File: src/hw/rtl/wca_pkg.sv
// shared constants, codes and types of the weighted color accumulator
package wca_pkg;
	localparam int DEF_TABLE_ENTRIES = 4096;
	localparam int IDX_W   = 12;                  // entry_index field width
	localparam int PTR_W   = 17;                  // holds any table size up to 65536
	localparam int CH_W    = 8;                   // one color channel / weight
	localparam int LANES   = 3;                   // red, green, blue
	localparam int WORD_W  = CH_W * (LANES + 1);  // weight plus three means
	localparam int NUM_W   = 2 * CH_W + 1;        // sum of two byte products
	localparam int DIV_W   = CH_W + 1;            // divisor up to 256
	localparam int QUO_W   = CH_W;
	localparam int CNT_W   = $clog2(QUO_W + 1);
	localparam int ACT_W   = 2;
	localparam int S_TDATA_W = ((IDX_W + CH_W * 4 + 7) / 8) * 8;

	localparam logic [ACT_W-1:0] ACT_CLEAR    = 2'd0;
	localparam logic [ACT_W-1:0] ACT_WEIGHTED = 2'd1;
	localparam logic [ACT_W-1:0] ACT_UNIT     = 2'd2;
	localparam logic [ACT_W-1:0] ACT_NONE     = 2'd3;

	typedef logic [LANES-1:0][CH_W-1:0] chan_vec_t;

	// what the control path hands to the merge stage
	typedef struct packed {
		logic [CH_W-1:0] weight;
		chan_vec_t       means;
		logic            rejected;
		logic            use_lanes;
	} merge_ctl_t;
endpackage

File: src/hw/rtl/wca_merge.sv
// merge stage: combines lane quotients into the entry word and holds the output register
module wca_merge (
	input  logic                         clk,
	input  logic                         arst_n,
	input  logic                         load,
	input  wca_pkg::merge_ctl_t          ctl,
	input  wca_pkg::chan_vec_t           lane_quo,
	output logic [wca_pkg::WORD_W-1:0]   merged_word,
	output logic                         free,
	output logic                         m_tvalid,
	input  logic                         m_tready,
	output logic [wca_pkg::WORD_W-1:0]   m_tdata,
	output logic [0:0]                   m_tuser
);
	logic                       valid_q;
	logic [wca_pkg::WORD_W-1:0] data_q;
	logic                       rej_q;
	wca_pkg::chan_vec_t         means;

	assign means       = ctl.use_lanes ? lane_quo : ctl.means;
	assign merged_word = {means, ctl.weight};
	assign free        = !valid_q || m_tready;

	always_ff @(posedge clk or negedge arst_n) begin
		if (!arst_n) begin
			valid_q <= 1'b0;
		end else if (load) begin
			valid_q <= 1'b1;
		end else if (m_tready) begin
			valid_q <= 1'b0;
		end
	end

	always_ff @(posedge clk) begin
		if (load) begin
			data_q <= merged_word;
			rej_q  <= ctl.rejected;
		end
	end

	assign m_tvalid = valid_q;
	assign m_tdata  = data_q;
	assign m_tuser  = rej_q;
endmodule

File: config.mk
export PLATFORM = sky130hd
export DESIGN_NAME = wca_merge
export DESIGN_NICKNAME = d
export VERILOG_FILES = /design/src/hw/rtl/wca_pkg.sv /design/src/hw/rtl/wca_merge.sv
export SDC_FILE = /design/constraint.sdc
export NUM_CORES = 1
export LEC_CHECK = 0
export ABC_AREA = 1
export BUFFER_PORTS_ARGS = -buffer_cell sky130_fd_sc_hd__buf_2
export CORE_MARGIN = 5
export CORE_UTILIZATION = 39
export CTS_BUF_LIST = sky130_fd_sc_hd__clkbuf_4
export DETAILED_ROUTE_END_ITERATION = 10
export PLACE_DENSITY = 0.83
export SLEW_MARGIN = 20
export SYNTH_ARGS = -nofsm -noshare
export SYNTH_HDL_FRONTEND = slang
export SYNTH_SLANG_ARGS = --single-unit
File: constraint.sdc
create_clock -name clk -period 0.8 [get_ports clk]
set_input_delay 0.04 -clock clk [delete_from_list [all_inputs] [get_ports clk]]
set_output_delay 0.04 -clock clk [all_outputs]
set_load 0.02 [all_outputs]
[Word level (Yosys, flattened, before mapping)]
Cells that the tools add are included.
Storage, ports and cells
  flip-flop bits (word level): 34
  latch bits: 0
  bits in writable memories: 0
  bits in read-only memories: 0
  input bits: 62
  output and inout bits: 67
  word-level logic and storage cells: 9
  memories kept: 0
Cells by class
  add/subtract/negate cells: 0
  multipliers: 0
  div/mod/pow operators: 0
  order comparisons: 0
  equal/unequal tests: 0
  shift-type cells: 0
  muxes and demuxes: 3
  bitwise operators: 0
  reductions and logical operators: 3
Operator list (number)
  24-bit two-way mux: 1
  1-bit two-way mux: 2
  2-bit nonzero test: 1
  1-bit zero test: 1
  1-bit logical OR: 1

[Longest topological paths before layout]
Gate-level depths: netlist (run 1).
  depth after elaboration: 2
  mapped depth: 5
  gate-level depth less buffers: 3

[Worst setup path before layout (run 1)]
Ideal clock, no wire load.
  path kind: register -> register
  start point: register m_tvalid (netlist name)
  end point: register valid_q (netlist: m_tvalid)
  library setup time: 129 ps
  arrival: 709 ps
  required time: 671 ps
  path slack: -38 ps
  stages on the path, launching flop included: 3
  path buffers: 0
  period minus slack after synthesis: 838 ps
  cell sequence: dfrtp_1 > nand2_1 > nand2_1
RTL lines
  end signal: assignment: RTL line wca_merge.sv:26  | valid_q <= 1'b0;
  end signal: assignment: RTL line wca_merge.sv:28  | valid_q <= 1'b1;
  end signal: assignment: RTL line wca_merge.sv:30  | valid_q <= 1'b0;
  end: declaration: RTL line wca_merge.sv:15  | logic valid_q;

[Worst setup path after layout (run 1)]
  start point: register valid_q (netlist: m_tvalid)
  end point: output port free
On the way
  cells in the longest elaborated chain, start to end: 2
RTL lines
  1-bit zero test: RTL line wca_merge.sv:22  | assign free = !valid_q || m_tready;
  1-bit logical OR: RTL line wca_merge.sv:22
  end: declaration: RTL line wca_merge.sv:9  | output logic free,
Every way passes these cells.

==> run_results.csv, run 1 <==
group,metric,value,unit
finish,area.growth.synth_to_final,69.3,%
logic_synthesis,synth.area.top_cells,"sky130_fd_sc_hd__edfxtp_1 68%, sky130_fd_sc_hd__nand2_1 16%, sky130_fd_sc_hd__nand2_2 4.3%, sky130_fd_sc_hd__buf_4 4.1%, sky130_fd_sc_hd__buf_6 2.3%",
timing,setup_viol,35,
logic_synthesis,synth_fp_nets,186,
setup_path,critical-path-slowest-cell,"sky130_fd_sc_hd__dfrtp_1",
finish,fillCellCount,286,
logic_synthesis,post_synth.cell_area_avg,11.8,um2
finish,final_area,2480,um2
hold_path,min_path_type,"input port to flop",
status,violations_in_the_final_reports,"hold timing, setup timing",
cts,hold_buffers,10,
job,maxCapViolCount,0,
floorplan,fp.dieArea,5080,um2
finish,sequential_cell_area,1020,um2
route,postRouteWirelength,4380,um
power_and_ir_drop,p_leak,1.24,nW
logic_synthesis,synth_cell_type_count,10,
finish,layout-drive-gt1-share,0.664,
route,drt-initial-drc-count,55,
grt,grt_max_degree,25,
floorplan,start_util,0.400,
logic_synthesis,ys_ff_latch,34,
finish,multi_input_area,358,um2
cts,tritoncts_num_sinks,34,
place,gp_congestion,0.810,
route,routedWlPerCell,14.1,um
cts,path_clk_slew,0.11,ns
grt,first_pass_grt_wire_length,6550,um
floorplan,die-height,71.3,um
finish,diodes,0,
setup_path,critical_path_class,"flop to output port",
timing,slew_viol_final,0,
timing,max_freq,1020,MHz
finish,nets,323,
cts,cts_tree,"done",
timing,finClkSkew,0,ns
logic_synthesis,synth_largest_type_area_fraction,0.676,
floorplan,placeableCoreArea,3660,um2
setup_path,path_max_fanout,2,
cts,tritoncts.num_buffers,5,
route,vias_cell,4.41,
cts,clkLatencyLatePin,0.32,ns
timing,worst_slack,-0.181,ns
finish,post-route-util,0.677,
logic_synthesis,synth.yosys.warnings,0,
timing,slew_headroom,0.868,
setup_path,critical_path.max_stage_delay,0.41,ns
route,dr_total_vias,1368,
cts,cts_htree_levels,2,
setup_path,critPathLaunchType,"flop",
logic_synthesis,postSynthCellCount,124,
timing,final_hold_viol_count,9,
timing,timing_worst_slew_pin_value,0.198,ns
grt,grt_antenna_before_repair,0,
cts,cts_root_buffer,"sky130_fd_sc_hd__clkbuf_4",
place,io_buffer_count,128,
route,remaining_drc_errors,0,
timing,period_minus_slack,0.981,ns
power_and_ir_drop,total_power,4.36,mW
floorplan,fp-row-count,22,
setup_path,path_cells,"nand2_2, buf_6",
floorplan,boundaryPins,129,
setup_path,req_time_crit_path,0.76,ns
cts,ctsLongestPathBuffers,2,
setup_path,critPathArrivalTime,0.94,ns
grt,first_global_vias,1361,
route,detail-route-antenna-nets,0,
place,hpwl,3240,um
logic_synthesis,synthDominantAreaCellType,"sky130_fd_sc_hd__edfxtp_1",
route,first_pass_iters,4,
status,status,"finished with violations",
timing,holdWs,-0.0153,ns
grt,overall_fraction_of_global_route_tracks_in_use,0.168,
power_and_ir_drop,power.density_cell_area,1760,nW/um2
place,dpl-instance-area,2170,um2
timing,post-route-period-util,1.23,
power_and_ir_drop,maximum_vdd_drop,0.813,mV
grt,leftover_overflow_at_the_end_of_global_routing,0,
logic_synthesis,syn_area,1470,um2
floorplan,chip_width,71.3,um
logic_synthesis,synth_sequential_area_ratio,0.693,
setup_path,endpoint_kind,"output port",
timing,rsz0062_at_grt,"true",
synth_stat cells:
master and number:
sky130_fd_sc_hd__clkbuf_8 1, sky130_fd_sc_hd__edfxtp_1 33, sky130_fd_sc_hd__nand2_2 10, sky130_fd_sc_hd__buf_4 8, sky130_fd_sc_hd__buf_12 1, sky130_fd_sc_hd__inv_1 2
sky130_fd_sc_hd__buf_6 3, sky130_fd_sc_hd__nand2_1 64, sky130_fd_sc_hd__dfrtp_1 1, sky130_fd_sc_hd__inv_8 1
through the flow:
stage	setup WS, ns	setup TNS, ns	instances
6_report	-0.181	-3.77	310
5_1_grt	-0.239	-5.53	310
4_1_cts	-0.169	-4.32	310
3_5_place_dp	0.0286	0	291
3_3_place_gp	0.0505	0	291
2_1_floorplan	0.0207	0	124
cell type report:
type,instances,area share
clock inverters,2,0.00404
well taps,48,0.0242
multi-input cells,74,0.144
repair buffers,143,0.392
clock buffers,6,0.0182
flip-flops and latches,34,0.410
inverters,3,0.00757
final timing paths:
check | cells after the start | to | slack (ns) | from
min | 3 | m_tdata[14] | -0.02 | ctl[8]
max reg2reg | 3 | m_tvalid | 0.06 | m_tvalid
max in group asynchronous | 2 | m_tvalid | 0.71 | arst_n
max | 2 | free | -0.18 | m_tvalid
min in group asynchronous | 2 | m_tvalid | 0.01 | arst_n
min reg2reg | 3 | m_tvalid | 0.67 | m_tvalid
what timing repair did:
item / CTS / global route
endpoints found under the setup margin: 35 / 35
endpoints found under the hold margin: 33 / 13
gates resized for setup: 24 / 22
setup buffers: 1 / 0
pin swaps: 1 / 0
per-layer routing:
layer,vias to the layer above,wire length [um],track usage
met4,0,36,0.0752
met2,75,2490,0.321
met3,2,382,0.0421
li1,666,-,-
met1,625,1470,0.169
met5,-,0,0
sequential cells by signal, summed over array words and instances, names as in the netlist:
register and flops:
m_tdata 32, m_tuser 1, m_tvalid 1
worst max-delay path, delay by kind of cell (launching register included):
kind / cells / cell delay, ns
simple gates: 1 / 0.09
flops: 1 / 0.41
buf+inv: 1 / 0.12
cell families after synthesis:
logic type    count (synthesis)  synth area share
flops                        34             0.693
buf+inv                      16            0.0999
simple gates                 74             0.207
placed cells by master, fill, tap and decap left out, drive strengths merged:
cell / instances
dlygate4sd3: 10
nand2: 74
clkbuf: 6
edfxtp: 33
inv: 3
buf: 133
clkinv: 2
dfrtp: 1
report_power, final:
part / switching [mW] / internal, mW
registers: 0.0613 / 2.13
clock network: 0.556 / 0.369
logic: 0.694 / 0.542
total: 1.31 / 3.04
(Power assumes the default switching activity.)
==> run 2, diff against run 1 <==
--- a/config.mk
+++ b/config.mk
@@ -7,11 +7,13 @@
 export LEC_CHECK = 0
 export ABC_AREA = 1
 export BUFFER_PORTS_ARGS = -buffer_cell sky130_fd_sc_hd__buf_2
+export CELL_PAD_IN_SITES_DETAIL_PLACEMENT = 1
+export CELL_PAD_IN_SITES_GLOBAL_PLACEMENT = 1
 export CORE_MARGIN = 5
-export CORE_UTILIZATION = 39
+export CORE_UTILIZATION = 27
 export CTS_BUF_LIST = sky130_fd_sc_hd__clkbuf_4
 export DETAILED_ROUTE_END_ITERATION = 10
-export PLACE_DENSITY = 0.83
+export PLACE_DENSITY = 0.94
 export SLEW_MARGIN = 20
 export SYNTH_ARGS = -nofsm -noshare
 export SYNTH_HDL_FRONTEND = slang
==> constraint.sdc (replaced) <==
create_clock -name clk -period 1 [get_ports clk]
set_input_delay 0.05 -clock clk [delete_from_list [all_inputs] [get_ports clk]]
set_output_delay 0.05 -clock clk [all_outputs]
set_load 0.02 [all_outputs]
==> run_results.csv, run 2 (synthesis gave the netlist of run 1 again) <==
group,metric,value,unit
timing,setup_viol,0,
place,placed_cells_incl_taps,312,
place,hpwl,3800,um
grt,grt_antenna_before_repair,0,
setup_path,crit-reg2reg-launch,"m_tvalid",
route,drt-initial-drc-count,44,
cts,cts_root_buffer,"sky130_fd_sc_hd__clkbuf_4",
place,dpl-instance-area,2110,um2
setup_path,critPathLaunchType,"input port",
power_and_ir_drop,power.density_cell_area,1490,nW/um2
cts,ctsLongestPathBuffers,2,
floorplan,placeableCoreArea,5200,um2
floorplan,fp.dieArea,7000,um2
job,maxCapViolCount,0,
setup_path,critPathArrivalTime,1.08,ns
timing,finClkSkew,0,ns
finish,fillCellCount,643,
finish,fin_cells,346,
timing,slew_headroom,0.870,
timing,max_freq,1010,MHz
timing,period_minus_slack,0.986,ns
finish,largest_reg_flops,32,
cts,tritoncts_num_sinks,34,
power_and_ir_drop,p_leak,1.27,nW
grt,grt_max_degree,35,
route,vias_cell,4.25,
setup_path,critical_path_class,"input port to flop",
grt,first_pass_grt_wire_length,8070,um
finish,area.growth.synth_to_final,70.5,%
finish,nets,337,
cts,path_clk_slew,0.12,ns
floorplan,die-height,83.7,um
cts,clkLatencyLatePin,0.32,ns
setup_path,worst_r2r_path_depth,3,
cts,cts_htree_levels,2,
place,gp_congestion,0.758,
setup_path,endpoint_kind,"flop",
route,remaining_drc_errors,0,
setup_path,critical_path.max_stage_delay,0.57,ns
floorplan,chip_width,83.7,um
setup_path,req_time_crit_path,1.10,ns
timing,rsz0062_at_grt,"true",
route,routedWlPerCell,15.2,um
setup_path,regToRegEndpoint,"m_tvalid",
floorplan,start_util,0.281,
floorplan,boundaryPins,129,
cts,tritoncts.num_buffers,5,
finish,layout_common_cells,"122 x sky130_fd_sc_hd__buf_2, 63 x sky130_fd_sc_hd__nand2_1, 33 x sky130_fd_sc_hd__edfxtp_1, 25 x sky130_fd_sc_hd__dlygate4sd3_1, 11 x sky130_fd_sc_hd__nand2_2",
route,detail-route-antenna-nets,0,
finish,layout.cells.most_common,"sky130_fd_sc_hd__buf_2",
grt,leftover_overflow_at_the_end_of_global_routing,0,
status,status,"complete, no violations",
floorplan,fp-row-count,26,
setup_path,path_max_fanout,8,
setup_path,critical-path-slowest-cell,"sky130_fd_sc_hd__dlygate4sd3_1",
finish,post-route-util,0.480,
grt,overall_fraction_of_global_route_tracks_in_use,0.147,
route,postRouteWirelength,5270,um
finish,diodes,0,
hold_path,min_delay_worst_endpoint,"m_tdata[16]",
timing,slew_viol_final,0,
route,first_pass_iters,4,
setup_path,path_cells,"buf_2, buf_6, nand2_1, nand2_1, dlygate4sd3_1",
cts,cts_tree,"done",
hold_path,min_path_cells,3,
timing,timing_worst_slew_pin_value,0.195,ns
setup_path,worst-r2r-setup-slack,0.29,ns
timing,final_hold_viol_count,0,
route,dr_total_vias,1469,
timing,post-route-period-util,0.986,
setup_path,crit_top_cell,"sky130_fd_sc_hd__nand2_1",
power_and_ir_drop,maximum_vdd_drop,0.613,mV
finish,layout-drive-gt1-share,0.551,
finish,final_area,2500,um2
hold_path,min_path_type,"input port to flop",
place,io_buffer_count,128,
hold_path,hp-start,"ctl[10]",
grt,first_global_vias,1638,
run 2: cell count changes in the layout (fill, tap and decap cells not counted), sizes merged:
cell,before,now
dlygate4sd3,10,25
clkbuf,6,5
clkinv,2,0
clkinvlp,0,2
bufinv,0,1
buf,133,132
run 2: stage by stage:
step / hold slack (ns) / TNS (ns) / power, mW / setup slack, ns
detailed placement: -0.172 / 0 / 2.60 / 0.211
global placement: -0.173 / 0 / 2.58 / 0.236
CTS: -0.0438 / 0 / 3.74 / 0.00883
floorplan: -0.246 / 0 / 2.23 / 0.162
global route: 0.0102 / -0.0514 / 3.91 / -0.0287
finish: 0.0170 / 0 / 3.73 / 0.0142
run 2: critical path: cells and delay by family:
kind	cells	cell delay, ns
and+or+nand+nor	2	0.15
buffers and inverters	3	0.88
run 2: final cells by class:
cell class,instances,area (um2),area share
flip-flops and latches,34,1020,0.407
repair buffers,157,987,0.395
multi-input cells,74,305,0.122
well taps,70,87.6,0.0351
clock inverters,3,45.0,0.0180
clock buffers,5,37.5,0.0150
inverters,3,18.8,0.00752
run 2: what timing repair did:
item,4_1_cts,5_1_grt
hold endpoints to repair,25,0
cloned,0,0
pin swaps,1,0
gates resized for setup,3,12
endpoints found under the setup margin,1,7
buffers inserted,0,1
hold buffers,25,0
run 2: worst max path at each step:
stage	slack [ns]	startpoint	end
2_1_floorplan	0.16	m_tvalid	m_tvalid
3_3_place_gp	0.24	ctl[0]	m_tdata[12]
3_5_place_dp	0.21	ctl[0]	merged_word[26]
4_1_cts	0.009	m_tvalid	free
5_1_grt	-0.03	m_tdata[22]	m_tdata[22]
6_report	0.01	ctl[0]	m_tdata[22]
run 2: per-layer routing:
layer | track usage | vias up | wire, um
met5 | 0 | - | 0
met4 | 0.0599 | 0 | 82
met3 | 0.0375 | 6 | 365
met2 | 0.299 | 66 | 3130
met1 | 0.134 | 701 | 1700
li1 | - | 696 | -
run 2: report_power, final:
group          switching (mW)  internal, mW
combinational           0.566         0.396
sequential             0.0331          1.70
clock                   0.502         0.525
