===== src/hw/rtl/wca_pkg.sv =====
// shared constants, codes and types of the weighted color accumulator
package wca_pkg;
	localparam int DEF_TABLE_ENTRIES = 4096;
	localparam int IDX_W   = 12;                  // entry_index field width
	localparam int PTR_W   = 17;                  // holds any table size up to 65536
	localparam int CH_W    = 8;                   // one color channel / weight
	localparam int LANES   = 3;                   // red, green, blue
	localparam int WORD_W  = CH_W * (LANES + 1);  // weight plus three means
	localparam int NUM_W   = 2 * CH_W + 1;        // sum of two byte products
	localparam int DIV_W   = CH_W + 1;            // divisor up to 256
	localparam int QUO_W   = CH_W;
	localparam int CNT_W   = $clog2(QUO_W + 1);
	localparam int ACT_W   = 2;
	localparam int S_TDATA_W = ((IDX_W + CH_W * 4 + 7) / 8) * 8;

	localparam logic [ACT_W-1:0] ACT_CLEAR    = 2'd0;
	localparam logic [ACT_W-1:0] ACT_WEIGHTED = 2'd1;
	localparam logic [ACT_W-1:0] ACT_UNIT     = 2'd2;
	localparam logic [ACT_W-1:0] ACT_NONE     = 2'd3;

	typedef logic [LANES-1:0][CH_W-1:0] chan_vec_t;

	// what the control path hands to the merge stage
	typedef struct packed {
		logic [CH_W-1:0] weight;
		chan_vec_t       means;
		logic            rejected;
		logic            use_lanes;
	} merge_ctl_t;
endpackage


===== src/hw/rtl/wca_div_lane.sv =====
// one channel lane: weighted sum and restoring radix-2 divide, one quotient bit a cycle
module wca_div_lane (
	input  logic                        clk,
	input  logic                        arst_n,
	input  logic                        start,
	input  logic [wca_pkg::CH_W-1:0]    prev_w,
	input  logic [wca_pkg::CH_W-1:0]    mean,
	input  logic [wca_pkg::CH_W-1:0]    w,
	input  logic [wca_pkg::CH_W-1:0]    sample,
	input  logic [wca_pkg::DIV_W-1:0]   divisor,
	output logic                        busy,
	output logic [wca_pkg::QUO_W-1:0]   quotient
);
	logic [wca_pkg::NUM_W-1:0] rem_q;
	logic [wca_pkg::NUM_W-1:0] dv_q;
	logic [wca_pkg::QUO_W-1:0] quo_q;
	logic [wca_pkg::CNT_W-1:0] cnt_q;
	logic [wca_pkg::NUM_W-1:0] numer;
	logic [wca_pkg::NUM_W-1:0] dv_start;
	logic                      fits;

	// operands widened first so both products keep their full width
	assign numer = wca_pkg::NUM_W'(prev_w) * wca_pkg::NUM_W'(mean)
		+ wca_pkg::NUM_W'(w) * wca_pkg::NUM_W'(sample);
	// divisor aligned to the top quotient bit
	assign dv_start = wca_pkg::NUM_W'({divisor, {(wca_pkg::QUO_W-1){1'b0}}});
	assign fits = (rem_q >= dv_q);

	always_ff @(posedge clk or negedge arst_n) begin
		if (!arst_n) begin
			cnt_q <= '0;
		end else if (start) begin
			cnt_q <= wca_pkg::CNT_W'(wca_pkg::QUO_W);
		end else if (cnt_q != '0) begin
			cnt_q <= cnt_q - 1'b1;
		end
	end

	always_ff @(posedge clk) begin
		if (start) begin
			rem_q <= numer;
			dv_q  <= dv_start;
			quo_q <= '0;
		end else if (cnt_q != '0) begin
			if (fits) begin
				rem_q <= rem_q - dv_q;
			end
			quo_q <= {quo_q[wca_pkg::QUO_W-2:0], fits};
			dv_q  <= dv_q >> 1;
		end
	end

	assign busy     = (cnt_q != '0);
	assign quotient = quo_q;
endmodule


===== config.mk =====
export PLATFORM = sky130hd
export DESIGN_NAME = wca_div_lane
export DESIGN_NICKNAME = d
export VERILOG_FILES = /design/src/hw/rtl/wca_pkg.sv /design/src/hw/rtl/wca_div_lane.sv
export SDC_FILE = /design/constraint.sdc
export NUM_CORES = 1
export LEC_CHECK = 0
export BUFFER_PORTS_ARGS = -buffer_cell sky130_fd_sc_hd__buf_2
export CAP_MARGIN = 5
export CORE_ASPECT_RATIO = 0.5
export CORE_MARGIN = 2
export CORE_UTILIZATION = 45
export CTS_CLUSTER_SIZE = 8
export DETAILED_ROUTE_END_ITERATION = 8
export SYNTH_ARGS = -nofsm -noshare
export SYNTH_HDL_FRONTEND = slang
export SYNTH_SLANG_ARGS = --single-unit

===== constraint.sdc =====
create_clock -name clk -period 5 [get_ports clk]
set_input_delay 0.5 -clock clk [delete_from_list [all_inputs] [get_ports clk]]
set_output_delay 0.5 -clock clk [all_outputs]
set_load 0.005 [all_outputs]

==> Word-level counts from Yosys, hierarchy flattened <==
Cells that the tools add are included.
{ "word_totals": {"ff_bits": 45, "out_inout_bits": 9, "wordCells": 22} }
{ "classes": {"add_sub_neg": 3, "mul": 2, "n_lt_le_gt_ge": 1, "muxes": 7, "reduce_logical": 4} }
{ "ops": {"columns": ["cell", "n"], "rows": [
  ["two-way mux 17 bit", 3],
  ["multiplier 8 x 8 -> 16 bit", 2],
  ["two-way mux 16 bit", 2],
  ["adder 16 x 16 -> 17 bit", 1],
  ["greater-or-equal comparator 17 x 16 -> 1 bit", 1],
  ["subtractor 17 x 16 -> 17 bit", 1],
  ["two-way mux 4 bit", 2],
  ["nonzero test 2 bit", 2],
  ["nonzero test 4 bit", 1],
  ["subtractor 4 x 1 -> 4 bit, second input constant", 1],
  ["AND reduction 2 bit", 1]
]} }

==> Longest topological paths before layout <==
Gate-level depths: netlist of the first run.
{ "logic_depth": {"ltp_word": 4, "depth_mapped": 19, "ltp_nobuf": 19} }

==> Least setup slack after synthesis of the first run <==
Ideal clock, no wire load.
{ "synth_path": {"kind": "input to register", "startpoint": "input port mean[4] (netlist name)", "endpoint": "register rem_q[15] (netlist name) (data pin)", "arrival_time_ns": 4.974, "path_slack_ns": -0.248, "path_stages": 18, "n_path_buf": 0, "path_cell_list": "and2_1 fa_1 inv_1 fa_1 inv_1 fa_1 fa_1 fa_1 inv_1 fa_1 inv_1 ha_1 a211oi_1 o21bai_1 o2111ai_1 a31oi_1 mux2i_1 a211oi_1"} }
{ "synth_between": {"elab_chain_len": 3} }
{ "synth_lines": {"columns": ["element", "line_no", "source"], "rows": [
  ["start: declaration", "wca_div_lane.sv:7", "input logic [wca_pkg::CH_W-1:0] mean,"],
  ["multiplier 8 x 8 -> 16 bit", "wca_div_lane.sv:23", "assign numer = wca_pkg::NUM_W'(prev_w) * wca_pkg::NUM_W'(mean)"],
  ["adder 16 x 16 -> 17 bit", "wca_div_lane.sv:24", "+ wca_pkg::NUM_W'(w) * wca_pkg::NUM_W'(sample);"],
  ["two-way mux 17 bit", "wca_div_lane.sv:40", "if (start) begin"],
  ["end signal: assignment", "wca_div_lane.sv:41", "rem_q <= numer;"],
  ["end signal: assignment", "wca_div_lane.sv:46", "rem_q <= rem_q - dv_q;"],
  ["end: declaration", "wca_div_lane.sv:14", "logic [wca_pkg::NUM_W-1:0] rem_q;"]
]} }
Every way passes these cells.
A chain may end at the register's enable or synchronous reset.

==> Worst setup path in the final report of the first run <==
{ "layout_path": {"startpoint": "input port mean[5] (netlist name)", "endpoint": "register rem_q[16] (netlist name) (data pin)"} }
The elaborated chain is that of the path after synthesis.

==> summary.md, run 1 <==
| Metric | Value |
|---|---|
| CTS Buf Count | `5` |
| Least-Margin Pin Slew | `0.668 ns` |
| Vias per Instance | `4.96` |
| YS warnings | `0` |
| Clk slew on worst S/H paths | `around 0.070 ns` |
| Count leader, synth | `inv_1` |
| Required @ worst endpoint | `about 5.2 ns` |
| Die ar. | `roughly 17,000 um2` |
| Ports | `53` |
| Area fraction of the dominant cell type after synthesis | `around 28%` |
| Final setup skew | `0.00530 ns` |
| Die Span X | `181 um` |
| Status | `finished, violations left` |
| Area Overhead vs Synth | `24.5%` |
| Synth Area in XOR/XNOR | `roughly 2.5%` |
| Fmax | `190 MHz` |
| RSZ-0062 raised after global routing | `yes` |
| Synth Area in Simple Gates | `approximately 18%` |
| Mean post-synth cell area | `a little over 9 um2` |
| Final setup margin | `-0.260 ns` |
| Hpwl dp | `roughly 13,000 um` |
| Initial antenna violation count | `0` |
| Core box area | `15,300 um2` |
| Vias in the first global route | `5,539` |
| Mux cell area share after synthesis | `0.586%` |
| Largest family of logic cells by synthesized area | `adder cells` |
| Rows | `32` |
| Crit. End Element | `flop` |
| DR DRC count | `0` |
| Ant. Diodes | `0` |
| Crit Path Max Fanout | `8` |
| Grt ovf | `0` |
| Setup violators final | `8` |
| Tcrit/Tclk final | `105%` |
| Die Y-Extent | `between 90 and 100 um` |
| I/O Buffers | `52` |
| Max-cap violations | `0` |
| Fill count | `about 1,400` |
| Failing checks | `setup timing` |
| EDFF count, synth | `26` |
| Worst hold path type | `flop to flop` |
| DRT Pass-1 Iters | `4` |
| Worst skew pair latency | `0.29 ns` |
| Max_slew headroom | `55.5%` |
| Sequential cell area fraction in the yosys report | `16.8%` |
| Largest net degree at the start of global routing | `69` |
| Sequence of cells on the critical path | `buf_8, and2_4, fa_1, inv_2, fa_1, fa_1, inv_2, fa_1, fa_1, inv_2, fa_1, inv_2, ha_4, o21ai_2, o21bai_1, o211ai_1, buf_4, buf_6, a2bb2oi_2, mux2_4, nand3b_1` |
| Routability congestion estimate | `around 0.87` |
| Commonest cells in the netlist | `147 x inv_1, 101 x nand2_1, 98 x fa_1` |
| Area leader, netlist | `fa_1` |
| Initial Util | `between 40% and 50%` |
| First-pass GRT wire length | `around 27,000 um` |
| Main synth FF type | `edfxtp_1` |
| WP data arrival | `5.42 ns` |
| Synth Instances | `775` |
| Mapped cell area | `7040 um2` |
| Wire per inst | `14.5 um` |
| Bufs on Longest Clock Path | `2` |
| CP max-delay cell | `fa_1` |
| Tmin final | `5.26 ns` |
| Post-synthesis adder-cell area fraction | `42.6%` |
| Setup TNS | `-0.921 ns` |
| Post-layout nets | `between 1,000 and 1,500` |
| CP startpoint kind | `input port` |
| CP max stage delay | `roughly 0.54 ns` |
| CTS Sinks | `45` |
| Main area contributors after synthesis | `fa_1 28%, ha_1 15%, edfxtp_1 11%` |
| CTS tree | `built` |
| Layout cell share with drive strength beyond 1 | `23.1%` |
| Synth Net Count | `~1,000` |
| WL final | `16,000 um` |
| Kind of critical path | `input port to flop` |
| Drt first-iter violations | `about 180` |
| ANT nets after route | `0` |
| Max-slew violation count | `0` |
| CP dominant cell by count | `fa_1` |
| Synth Area in Compound Gates | `11.4%` |
| Clock root buffer | `clkbuf_16` |
| Vias post-DR | `5,474` |
| Netlist cell types | `59` |
| Fin. Hold Viols | `0` |
| CTS H-tree depth | `2` |
| Asr flop ratio synth | `just under 9%` |
| Total track usage | `19.8%` |
| Number of synthesized register bits | `45` |
state kept, by name, summed over array words and instances (netlist names):
name / count
rem_q: 17
cnt_q: 4
dv_q: 16
quotient: 8
cells by family (layout without fill, tap and decap cells):
kind of cell | count (synthesis) | in the layout
compound gates | 119 | 119
xor+xnor | 20 | 20
fa+ha+maj | 181 | 181
buf+inv | 160 | 285
flops | 45 | 45
mux | 4 | 4
simple gates | 246 | 246
metal layers:
metal	GRT usage, %	part of all wire, %	up-vias
met1	29.7	52	2635
met5	0	0	-
met3	1.77	3.4	6
met2	32.2	44	82
li1	-	-	2751
met4	2.15	0.53	0
through the flow:
stage               hold slack [ns]  util (%)  instances  area, um2  worst slack (ns)
CTS                           0.451      55.3       1098       8480            -0.237
finish                        0.444      57.2       1104       8760            -0.260
detailed placement            0.311      52.7       1086       8090            -0.708
global placement              0.310      52.7       1086       8090            -0.654
floorplan                     0.204         -        775       7080            -0.164
global route                  0.479      57.2       1104       8760            -0.446
timing repair:
action,4_1_cts,5_1_grt
setup endpoints to repair,9,10
pin swaps,33,34
gates resized for setup,64,68
setup buffers,4,6
hold buffers,1,0
hold endpoints to repair,4,0
cells in the final DEF (no fill, tap or decap), drive strengths merged, types with 4 or more instances in the layout:
master / instances
nor2: 22
a21o: 8
o21a: 5
dfxtp: 15
xnor2: 13
o31ai: 12
nor2b: 4
and2: 90
edfxtp: 26
fa: 98
xor2: 7
buf: 127
a211oi: 8
nand2b: 4
a21oi: 33
dfrtp: 4
inv: 148
nand3: 6
o21ai: 28
nand2: 101
clkbuf: 5
nor3: 4
ha: 83
final timing paths:
path	slack, ns	endpoint	depth (start not counted)	start
setup / recovery	-0.26	rem_q[16]	21	mean[5]
max in group asynchronous	4.35	cnt_q[2]	2	arst_n
hold reg to reg	0.44	quotient[7]	2	quotient[7]
hold / removal	0.44	quotient[7]	2	quotient[7]
setup reg to reg	1.87	rem_q[12]	9	dv_q[1]
min in group asynchronous	0.53	cnt_q[3]	2	arst_n
critical path, delay by kind of cell:
family / cells / cell delay, ns
fa+ha+maj: 7 / 3.29
mux: 1 / 0.32
simple gates: 2 / 0.24
buf+inv: 7 / 0.57
compound gates: 4 / 0.50
layout make-up:
cell class,instances,area [um2],area share [%]
Clock buffer,5,125,1.43
Sequential cell,45,1180,13.5
Tap cell,204,255,2.91
Timing Repair Buffer,128,1050,12.0
Multi-Input combinational cell,570,5570,63.5
Clock inverter,3,25.0,0.286
Inverter,149,559,6.38
Power of run 1 is left out: the tool's default activity adds up to more than one toggle a clock period on the data nets, which glitch-free logic cannot reach.
==> inputs of run 2 (changes only) <==
--- a/config.mk
+++ b/config.mk
@@ -9,9 +9,10 @@
 export CAP_MARGIN = 5
 export CORE_ASPECT_RATIO = 0.5
 export CORE_MARGIN = 2
-export CORE_UTILIZATION = 45
+export CORE_UTILIZATION = 50
 export CTS_CLUSTER_SIZE = 8
 export DETAILED_ROUTE_END_ITERATION = 8
+export PLACE_DENSITY = 0.68
 export SYNTH_ARGS = -nofsm -noshare
 export SYNTH_HDL_FRONTEND = slang
 export SYNTH_SLANG_ARGS = --single-unit
==> summary.md, run 2 (synthesis gave the netlist of run 1 again) <==
| Metric | Value |
|---|---|
| Status | `finished, violations left` |
| Failing checks | `setup timing` |
| Worst Hold Depth | `2 (unchanged)` |
| Commonest non-fill, non-tap cells in the layout | `133 x inv_1, 99 x nand2_1, 95 x fa_1` |
| Top reg by flops | `rem_q` |
| Die ar. | `15,100 um2 (-9.7%)` |
| Grt ovf | `0 (unchanged)` |
| Layout Cells excl Fill | `1,094 (-0.91%)` |
| Crit. End Element | `flop` |
| Worst hold path type | `flop to flop` |
| CTS tree | `built` |
| RSZ-0062 raised after global routing | `yes` |
| Hpwl dp | `13,200 um (-1.4%)` |
| Initial Util | `51.5% (+5.6 points)` |
| CTS Sinks | `45 (unchanged)` |
| Max_slew headroom | `56.3% (+0.78 points)` |
| Setup TNS | `-1.79 ns (-0.867 ns)` |
| Post-layout nets | `1,126 (+0.18%)` |
| Met3 WL | `750 um (+36%)` |
| Vias per Instance | `5.11 (+3.1%)` |
| Reg2reg start | `dv_q[2]` |
| Register-to-Register Path Depth | `9 (unchanged)` |
| HP Start | `quotient[7]` |
| First-pass GRT wire length | `27,300 um (+1.6%)` |
| Core box area | `13,700 um2 (-11%)` |
| Final Core Density | `63.9% (+6.7 points)` |
| Max-slew violation count | `0 (unchanged)` |
| Tcrit/Tclk final | `107% (+2.1 points)` |
| Final setup margin | `-0.363 ns (-0.103 ns)` |
| Wire per inst | `14.9 um (+2.7%)` |
| WL final | `16,300 um (+1.8%)` |
| Drt first-iter violations | `297 (+62%)` |
| DR DRC count | `0 (unchanged)` |
| Vias in the first global route | `5,778 (+4.3%)` |
| Routability congestion estimate | `0.880 (+1.6%)` |
| Least-Margin Pin Slew | `0.656 ns (-0.0118 ns)` |
| Dpl cells | `1,074 (-1.1%)` |
| Die Span X | `172 um (-5.0%)` |
| Clock root buffer | `clkbuf_16` |
| Kind of critical path | `input port to flop` |
| CTS Buf Count | `5 (unchanged)` |
| Metal2 WL | `7300 um (+3.8%)` |
| Die Y-Extent | `87.9 um (-4.9%)` |
| Setup violators final | `8 (unchanged)` |
| Area Overhead vs Synth | `23.9%` |
| ANT nets after route | `0 (unchanged)` |
| Ports | `53 (unchanged)` |
| Final setup skew | `0.00473 ns (-0.000574 ns)` |
| FF-to-FF setup slack | `1.84 ns (-0.03 ns)` |
| Worst Hold Path EP | `quotient[7]` |
| Tmin final | `5.36 ns (+0.103 ns)` |
| WP data arrival | `5.37 ns (-0.05 ns)` |
| Crit Path Max Fanout | `6 (-2)` |
| Largest net degree at the start of global routing | `69 (unchanged)` |
| Bufs on Longest Clock Path | `2 (unchanged)` |
| Fin. Hold Viols | `0 (unchanged)` |
| Fmax | `186 MHz (-1.9%)` |
| Clk slew on worst S/H paths | `0.06 ns (about the same)` |
| DRT Pass-1 Iters | `5 (+1)` |
| Fill count | `1,160 (-17%)` |
| I/O Buffers | `52 (unchanged)` |
| Required @ worst endpoint | `5.01 ns (-0.14 ns)` |
| Total track usage | `22.7% (+2.9 points)` |
| Layout cell share with drive strength beyond 1 | `22.9% (-0.16 points)` |
| Top Layer Used | `met4` |
| Worst skew pair latency | `0.29 ns (about the same)` |
| Rows | `30 (-6.3%)` |
| Leading cell type in the layout, fill and taps excluded | `inv_1` |
| Vias post-DR | `5,595 (+2.2%)` |
| Max-cap violations | `0 (unchanged)` |
| Max reg flops | `17 (unchanged)` |
| CP startpoint kind | `input port` |
| DRT met1 WL | `8120 um (-2.8%)` |
| Ant. Diodes | `0 (unchanged)` |
| CTS H-tree depth | `2 (unchanged)` |
| Initial antenna violation count | `0 (unchanged)` |
| Critical R2R Capture | `rem_q[1]` |
==> run 2: repair_timing <==
action / in CTS / in global routing
hold endpoints to repair: 0 / 4
hold buffers: 0 / 1
endpoints found under the setup margin: 9 / 10
buffers inserted: 7 / 4
pin swaps: 37 / 30
gates resized for setup: 77 / 40
==> run 2: worst max-delay path: stages <==
cell	delay (ns)
buf_8	0.11
and2_4	0.15
fa_1	0.53
inv_1	0.05
fa_1	0.45
fa_1	0.53
inv_2	0.04
fa_1	0.47
fa_1	0.51
inv_1	0.05
fa_1	0.51
inv_2	0.05
ha_4	0.16
or3_4	0.38
o211ai_1	0.43
o21ai_1	0.15
xnor2_1	0.22
a211oi_2	0.09
==> run 2: through the flow <==
step                      hold WS (ns)  cell area [um2]  setup slack [ns]
final                            0.446             8730            -0.363
after global routing             0.466             8730            -0.585
after CTS                      0.00222             8530            -0.302
after detailed placement         0.312             8070            -0.676
after global placement           0.309             8070            -0.643
after floorplan                  0.204             7080            -0.164
==> run 2: cell type report <==
class | instances | area, um2 | area share (%)
flip-flops and latches | 45 | 1180 | 13.5
inverters | 149 | 559 | 6.41
well taps | 192 | 240 | 2.75
multi-input cells | 570 | 5560 | 63.7
clock inverters | 2 | 10.0 | 0.115
repair buffers | 130 | 1050 | 12.0
clock buffers | 6 | 129 | 1.48
==> run 2: per-layer routing <==
metal	track usage (%)	vias to the layer above
li1	-	2749
met1	31.9	2708
met2	38.2	121
met3	3.39	17
met4	3.97	0
met5	0	-
==> run 2: worst max path at each step <==
| stage | start | endpoint | slack [ns] | depth (start not counted) |
|---|---|---|---|---|
| after floorplan | w[5] | rem_q[12] | -0.16 | 17 |
| after global placement | w[6] | rem_q[14] | -0.64 | 16 |
| after detailed placement | w[7] | rem_q[14] | -0.68 | 16 |
| after CTS | mean[5] | rem_q[12] | -0.30 | 18 |
| after global routing | mean[5] | rem_q[14] | -0.58 | 18 |
| final | mean[5] | rem_q[14] | -0.36 | 18 |
Power of run 2 is left out for the same reason.
